## src/hw/rtl/wildcard_byte_pattern_scanner_unit_assert.svh

```systemverilog
// Assertion macros for the wildcard byte pattern scanner.
// Used by the top level; no other dependencies.
`ifndef WILDCARD_BYTE_PATTERN_SCANNER_UNIT_ASSERT_SVH
`define WILDCARD_BYTE_PATTERN_SCANNER_UNIT_ASSERT_SVH

// same-cycle implication
`define WBPS_ASSERT_IMPL(label, clk, rst, ante, cons) \
   label: assert property (@(posedge clk) disable iff (rst) (ante) |-> (cons)) \
      else $error("wbps: implication violated");

// next-cycle implication
`define WBPS_ASSERT_NEXT(label, clk, rst, ante, cons) \
   label: assert property (@(posedge clk) disable iff (rst) (ante) |=> (cons)) \
      else $error("wbps: next-cycle implication violated");

`endif

```

## src/hw/rtl/wbps_pkg.sv

```systemverilog
// Shared types and constants for the wildcard byte pattern scanner.
// No dependencies; imported by every module of the block.
`timescale 1ns / 1ps

package wbps_pkg;

   localparam int WBPS_MAX_PATTERN = 16;
   localparam int WBPS_OFFSET_BITS = 32;

   localparam int BYTE_W      = 8;
   localparam int ADDR_W      = 32;
   localparam int CSR_DATA_W  = 64;
   localparam int CSR_INDEX_W = 3;
   localparam int PAT_POS     = 16;   // pattern positions with stored bytes
   localparam int PAT_IDX_W   = 4;
   localparam int PLEN_W      = 5;

   typedef enum logic [CSR_INDEX_W-1:0] {
      CSR_REGION_BASE    = 3'd0,
      CSR_PATTERN_LOW    = 3'd1,
      CSR_PATTERN_HIGH   = 3'd2,
      CSR_CARE_MASK      = 3'd3,
      CSR_PATTERN_LENGTH = 3'd4
   } csr_index_type;

   typedef struct packed {
      logic [ADDR_W-1:0]                 region_base;
      logic [PAT_POS-1:0][BYTE_W-1:0]    pattern;
      logic [PAT_POS-1:0]                care_mask;
      logic [PLEN_W-1:0]                 pattern_length;
   } cfg_type;

   typedef struct packed {
      logic [BYTE_W-1:0] data_byte;
      logic              region_end;
   } item_type;

   typedef struct packed {
      logic              found;
      logic [ADDR_W-1:0] match_address;
   } rsp_type;

endpackage

```

## src/hw/rtl/wbps_csr.sv

```systemverilog
// Configuration registers of the pattern scanner.
// Depends on wbps_pkg.
`timescale 1ns / 1ps

module wbps_csr
   import wbps_pkg::*;
(
   input  logic                   clock,
   input  logic                   reset,
   input  logic                   csr_we,
   input  logic [CSR_INDEX_W-1:0] csr_index,
   input  logic [CSR_DATA_W-1:0]  csr_wdata,
   output cfg_type                cfg
);

   cfg_type cfg_ff;
   cfg_type cfg_in;

   always_comb begin
      cfg_in = cfg_ff;
      if (csr_we) begin
         case (csr_index)
            CSR_REGION_BASE:    cfg_in.region_base = csr_wdata[ADDR_W-1:0];
            CSR_PATTERN_LOW:    cfg_in.pattern[7:0] = csr_wdata;
            CSR_PATTERN_HIGH:   cfg_in.pattern[15:8] = csr_wdata;
            CSR_CARE_MASK:      cfg_in.care_mask = csr_wdata[PAT_POS-1:0];
            CSR_PATTERN_LENGTH: cfg_in.pattern_length = csr_wdata[PLEN_W-1:0];
            default:            cfg_in = cfg_ff;   // unknown index: ignored
         endcase
      end
   end

   always_ff @(posedge clock) begin
      if (reset) begin
         cfg_ff                <= '0;
         cfg_ff.pattern_length <= PLEN_W'(1);
      end else begin
         cfg_ff <= cfg_in;
      end
   end

   assign cfg = cfg_ff;

endmodule

```

## src/hw/rtl/wbps_scan.sv

```systemverilog
// Scan stage: sliding byte window, fill and offset counters, masked compare.
// Depends on wbps_pkg; driven by the top level input register.
`timescale 1ns / 1ps

module wbps_scan
   import wbps_pkg::*;
#(
   parameter int MAX_PATTERN = WBPS_MAX_PATTERN,
   parameter int OFFSET_BITS = WBPS_OFFSET_BITS
)
(
   input  logic     clock,
   input  logic     reset,
   input  cfg_type  cfg,
   input  logic     item_valid,
   input  item_type item,
   output logic     res_valid,
   output rsp_type  res
);

   localparam int LEN_W = $clog2(MAX_PATTERN + 1);

   logic [MAX_PATTERN-1:0][BYTE_W-1:0] window_ff, window_in;
   logic [LEN_W-1:0]                   fill_ff, fill_in;
   logic [OFFSET_BITS-1:0]             seen_ff, seen_in;
   logic                               reported_ff, reported_in;

   logic [LEN_W-1:0]       len;
   logic                   match;
   logic                   hit;
   logic [OFFSET_BITS-1:0] offset;
   logic [ADDR_W-1:0]      address;

   // length 0 counts as 1, lengths past the window clamp to it
   always_comb begin
      if (cfg.pattern_length == '0) begin
         len = LEN_W'(1);
      end else if (int'(cfg.pattern_length) > MAX_PATTERN) begin
         len = LEN_W'(MAX_PATTERN);
      end else begin
         len = LEN_W'(cfg.pattern_length);
      end
   end

   // newest byte at position 0
   always_comb begin
      window_in[0] = item.data_byte;
      for (int k = 1; k < MAX_PATTERN; k++) begin
         window_in[k] = window_ff[k-1];
      end
   end

   assign fill_in = (fill_ff == LEN_W'(MAX_PATTERN)) ? fill_ff : fill_ff + LEN_W'(1);
   assign seen_in = seen_ff + OFFSET_BITS'(1);

   // window slot k holds pattern position len-1-k; positions past 15 are wildcards
   always_comb begin
      int pos;
      pos   = 0;
      match = 1'b1;
      for (int k = 0; k < MAX_PATTERN; k++) begin
         pos = int'(len) - 1 - k;
         if (pos >= 0 && pos < PAT_POS) begin
            if (cfg.care_mask[pos[PAT_IDX_W-1:0]] &&
                window_in[k] != cfg.pattern[pos[PAT_IDX_W-1:0]]) begin
               match = 1'b0;
            end
         end
      end
   end

   assign hit     = !reported_ff && (fill_in >= len) && match;
   assign offset  = seen_in - OFFSET_BITS'(len);
   assign address = cfg.region_base + ADDR_W'(offset);

   assign res_valid         = item_valid && (hit || (item.region_end && !reported_ff));
   assign res.found         = hit;
   assign res.match_address = hit ? address : '0;

   always_comb begin
      if (item.region_end) begin
         reported_in = 1'b0;
      end else begin
         reported_in = reported_ff | hit;
      end
   end

   always_ff @(posedge clock) begin
      if (reset) begin
         fill_ff     <= '0;
         seen_ff     <= '0;
         reported_ff <= 1'b0;
      end else if (item_valid) begin
         fill_ff     <= item.region_end ? '0 : fill_in;
         seen_ff     <= item.region_end ? '0 : seen_in;
         reported_ff <= reported_in;
      end
   end

   // stale bytes are never compared: fill gates every slot in use
   always_ff @(posedge clock) begin
      if (item_valid) begin
         window_ff <= window_in;
      end
   end

endmodule

```

## src/hw/rtl/wildcard_byte_pattern_scanner_unit.sv

```systemverilog
// Wildcard byte pattern scanner, top level.
// A byte goes from the input register through the scan compare; any result loads the result reg.
// Throughput: one byte per cycle unless stalled; the window compare and address add fit one stage.
// An input byte stalls in the input register only while a result is held unread.
// Reset (synchronous, active high) clears the counters and pipeline valids; config resets to length 1.
`timescale 1ns / 1ps

`include "wildcard_byte_pattern_scanner_unit_assert.svh"

module wildcard_byte_pattern_scanner_unit
   import wbps_pkg::*;
#(
   parameter int MAX_PATTERN = WBPS_MAX_PATTERN,
   parameter int OFFSET_BITS = WBPS_OFFSET_BITS
)
(
   input  logic                   clock,
   input  logic                   reset,
   input  logic                   req_valid,
   output logic                   req_ready,
   input  logic [BYTE_W-1:0]      req_data_byte,
   input  logic                   req_region_end,
   output logic                   rsp_valid,
   input  logic                   rsp_ready,
   output logic                   rsp_found,
   output logic [ADDR_W-1:0]      rsp_match_address,
   input  logic                   csr_we,
   input  logic [CSR_INDEX_W-1:0] csr_index,
   input  logic [CSR_DATA_W-1:0]  csr_wdata
);

   cfg_type  cfg;
   logic     s1_valid_ff, s1_valid_in;
   item_type s1_item_ff;
   logic     s1_adv;
   logic     accept;
   logic     res_valid;
   rsp_type  res;
   logic     out_valid_ff, out_valid_in;
   rsp_type  out_ff;

   wbps_csr u_csr (
      .clock     (clock),
      .reset     (reset),
      .csr_we    (csr_we),
      .csr_index (csr_index),
      .csr_wdata (csr_wdata),
      .cfg       (cfg)
   );

   wbps_scan #(
      .MAX_PATTERN (MAX_PATTERN),
      .OFFSET_BITS (OFFSET_BITS)
   ) u_scan (
      .clock      (clock),
      .reset      (reset),
      .cfg        (cfg),
      .item_valid (s1_adv),
      .item       (s1_item_ff),
      .res_valid  (res_valid),
      .res        (res)
   );

   // input stage moves on whenever the result register can take a new result
   assign s1_adv    = s1_valid_ff && (!out_valid_ff || rsp_ready);
   assign req_ready = !s1_valid_ff || s1_adv;
   assign accept    = req_valid && req_ready;

   always_comb begin
      if (accept) begin
         s1_valid_in = 1'b1;
      end else if (s1_adv) begin
         s1_valid_in = 1'b0;
      end else begin
         s1_valid_in = s1_valid_ff;
      end
   end

   always_comb begin
      if (res_valid) begin
         out_valid_in = 1'b1;
      end else if (rsp_ready) begin
         out_valid_in = 1'b0;
      end else begin
         out_valid_in = out_valid_ff;
      end
   end

   always_ff @(posedge clock) begin
      if (reset) begin
         s1_valid_ff  <= 1'b0;
         out_valid_ff <= 1'b0;
      end else begin
         s1_valid_ff  <= s1_valid_in;
         out_valid_ff <= out_valid_in;
      end
   end

   always_ff @(posedge clock) begin
      if (accept) begin
         s1_item_ff.data_byte  <= req_data_byte;
         s1_item_ff.region_end <= req_region_end;
      end
      if (res_valid) begin
         out_ff <= res;
      end
   end

   assign rsp_valid         = out_valid_ff;
   assign rsp_found         = out_ff.found;
   assign rsp_match_address = out_ff.match_address;

   `WBPS_ASSERT_IMPL(a_notfound_zero, clock, reset, out_valid_ff && !out_ff.found, out_ff.match_address == '0)
   `WBPS_ASSERT_IMPL(a_result_on_advance, clock, reset, res_valid, s1_adv)
   `WBPS_ASSERT_NEXT(a_stalled_item_kept, clock, reset, s1_valid_ff && !s1_adv, s1_valid_ff)

endmodule

```

## config.mk

```make
export PLATFORM = sky130hd
export DESIGN_NAME = wildcard_byte_pattern_scanner_unit
export DESIGN_NICKNAME = d
export VERILOG_FILES = /design/src/hw/rtl/wbps_pkg.sv /design/src/hw/rtl/wbps_csr.sv /design/src/hw/rtl/wbps_scan.sv /design/src/hw/rtl/wildcard_byte_pattern_scanner_unit.sv
export VERILOG_INCLUDE_DIRS = /design/src /design/src/hw/rtl
export SDC_FILE = /design/constraint.sdc
export NUM_CORES = 1
export LEC_CHECK = 0
export BUFFER_PORTS_ARGS = -buffer_cell sky130_fd_sc_hd__buf_4
export CAP_MARGIN = 20
export CORE_ASPECT_RATIO = 0.75
export CORE_MARGIN = 1.5
export CORE_UTILIZATION = 50
export CTS_BUF_LIST = sky130_fd_sc_hd__clkbuf_16
export DETAILED_ROUTE_END_ITERATION = 8
export PLACE_DENSITY = 0.64
export SYNTH_ARGS = -nofsm -noshare
export SYNTH_HDL_FRONTEND = slang
export SYNTH_SLANG_ARGS = --single-unit
```

## constraint.sdc

```tcl
create_clock -name clock -period 11.6 [get_ports clock]
set_input_delay 0.58 -clock clock [delete_from_list [all_inputs] [get_ports clock]]
set_output_delay 0.58 -clock clock [all_outputs]
set_load 0.02 [all_outputs]
```

==> qor.csv <==
metric;value;unit
status;finished clean;
htree_levels;2;
clkLatencyLatePin;600;ps
fin_crit_sh;69.5;%
cts_resized;0;
place_area;28900;µm²
grt_usage;31.7;%
portBuffers;115;
min_to;s1_item_ff[2];
critPathLaunchType;flip-flop;
tns;0;ps
n_fill_cell;4794;
clock_sinks;383;
netlist_area;27500;µm²
cts_tree;done;
grt_pass1_vias;21254;
setup_violations;0;
nNetsFinal;3048;
grt_max_degree;117;
syn_to_final_growth;10.0;%
synth_edf_count;162;
cts_root_buffer;clkbuf_16;
synth_cell_types;76;
cp_max_fo;33;
cts_buffer_depth;3;
hold_violations;0;
synth-seq-area-share;33.8;%
yosysTopAreaCell;edfxtp_1;
cts_setup_buffers;0;
die_w;274;µm
syn-instance-count;2775;
vias;22572;
viasPerCell;6.35;
synthMuxAreaShare;24.7;%
fin_crit;8070;ps
final.setup_skew;37.8;ps
synth_fa_ha_area_share;7.64;%
endpoint_kind;flip-flop;
path_class;reg2reg;
core-area;54400;µm²
fin_area;30300;µm²
die_h;206;µm
io_pins;116;
fin_util;55.6;%
maxCapViolCount;0;
synth-simple-area-share;14.4;%
drc;0;
drive_above_1_share;15.9;%
yosys-top-cells-area;edfxtp_1 18%, dfxtp_1 16%, mux4_2 15%;
p_leak;11.6;nW
fp-row-count;74;
first_pass_iters;8;
synth_compound_area_share;8.78;%
clk_pin_slew_worst_paths;70;ps
reg2reg_to;rsp_match_address[26];
hold_buffers;0;
max_freq;124;MHz
tightest_slew;1120;ps
synthFlopType;dfxtp_1;
slew_viol_final;0;
grt_pass1_wl;134;mm
grt_overflow;0;
rsz0062_at_grt;no;
drt_iter0_drc;3032;
holdCritPathClass;in2reg;
crit_arrival;8410;ps
cts-buffers-inserted;43;
synth_top_cell_area_share;17.7;%
dp_hpwl;67.1;mm
gp_congestion;1.01;
r2r_slack;3530;ps
layout_commonest_cell;nand2_1;
n_antenna_cell;0;
p_per_area;117;nW/µm²
async_flop_share;0;%
ys_ff_latch;383;
worstHoldStart;req_data_byte[1];
syn_avg_cell_area;9.92;µm²
ys_warn_count;0;
r2r-start;u_csr.cfg[4];
relSlewSlack;25.2;%
synthXorXnorAreaFrac;6.43;%
critPathRequiredTime;11940;ps
dieArea;56500;µm²
start_util;50.5;%
layout_common_cells;500 x nand2_1, 252 x mux2i_1, 236 x a21oi_1;
detail-route-antenna-nets;0;
routedWlPerCell;25.1;µm
r2r_cells;24;
drt-total-wl;89.2;mm
peakVddDrop;0.102;mV
grt_antenna_before_repair;2;
synth_nets;3021;
synth_top_family_by_area;multiplexers;
min_path_cells;1;
holdWs;156;ps
-- area by class of cell --
type / count / area [µm²] / area share [%]
Timing Repair Buffer: 150 / 1160 / 3.82
Clock inverter: 30 / 230 / 0.760
Inverter: 122 / 465 / 1.54
Multi-Input combinational cell: 2102 / 17100 / 56.4
Clock buffer: 46 / 1150 / 3.80
Tap cell: 722 / 903 / 2.98
Sequential cell: 383 / 9290 / 30.7
-- per-layer routing --
metal / global-route usage, % / vias to the layer above / routed length (µm)
li1: - / 10133 / -
met1: 45.5 / 11232 / 38600
met2: 47.2 / 1068 / 38700
met3: 7.41 / 139 / 8960
met4: 9.97 / 0 / 2960
met5: 0 / - / 0
-- synthesized netlist by cell type, drive strengths merged (58+ instances only) --
cell and number:
mux4 178, buf 58, xor2 90, ha 160, xnor2 108, clkbuf 110
edfxtp 162, mux2i 252, o21ai 61, a21oi 237, inv 121, dfxtp 221
nand2 501, nor2 118
-- worst max-delay path, cell delays in order (launching register included) --
cell and delay, ps:
dfxtp_1 610, inv_2 190, nand2_1 370, buf_4 300
inv_2 230, o21ai_1 230, nand3_2 660, inv_1 850
ha_1 250, inv_1 90, a21oi_1 510, ha_1 290
o31ai_1 130, ha_1 320, nor4b_1 340, nand4_1 130
nor4b_1 270, nand2_1 100, nor3_1 280, nand4_1 150
o221ai_1 90, and4bb_2 330, nand2_2 560, a21oi_4 260
buf_16 230
-- cell families (layout without fill, tap and decap cells) --
logic type / count (synthesis) / in the layout
flops: 383 / 383
xor+xnor: 198 / 198
simple gates: 871 / 871
compound gates: 415 / 415
buf+inv: 290 / 348
mux: 453 / 453
fa+ha+maj: 165 / 165
-- registers in the layout, summed over array words and instances, names as in the netlist --
register	flops
s1_item_ff	9
u_scan.seen_ff	32
s1_valid_ff	1
rsp_valid	1
u_scan.window_ff	120
rsp_match_address	32
u_scan.reported_ff	1
u_scan.fill_ff	5
rsp_found	1
u_csr.cfg	181
-- power breakdown --
group	internal, W	switching, W	total (W)
registers	0.00147	0.0000459	0.00152
clock network	0.000766	0.000601	0.00137
logic	0.000262	0.000384	0.000646
-- how the worst max path moves through the flow --
stage | end | cells past startpoint | slack, ps | startpoint
6_report | rsp_match_address[26] | 24 | 3530 | u_csr.cfg[4]
3_3_place_gp | rsp_match_address[26] | 19 | 3640 | u_csr.cfg[3]
3_5_place_dp | rsp_match_address[26] | 19 | 3450 | u_csr.cfg[4]
5_1_grt | rsp_match_address[29] | 24 | 3060 | u_csr.cfg[4]
2_1_floorplan | rsp_found | 28 | 2560 | u_csr.cfg[2]
4_1_cts | rsp_match_address[27] | 19 | 3400 | u_csr.cfg[4]
-- per-stage QoR --
step	total power, W	cells	setup WS [ps]
final	0.00353	3555	3530
after floorplan	0.00197	2775	2560
after global routing	0.00367	3555	3060
after CTS	0.00354	3553	3400
after detailed placement	0.00218	3477	3450
after global placement	0.00216	3476	3640
(Power assumes the default switching activity.)
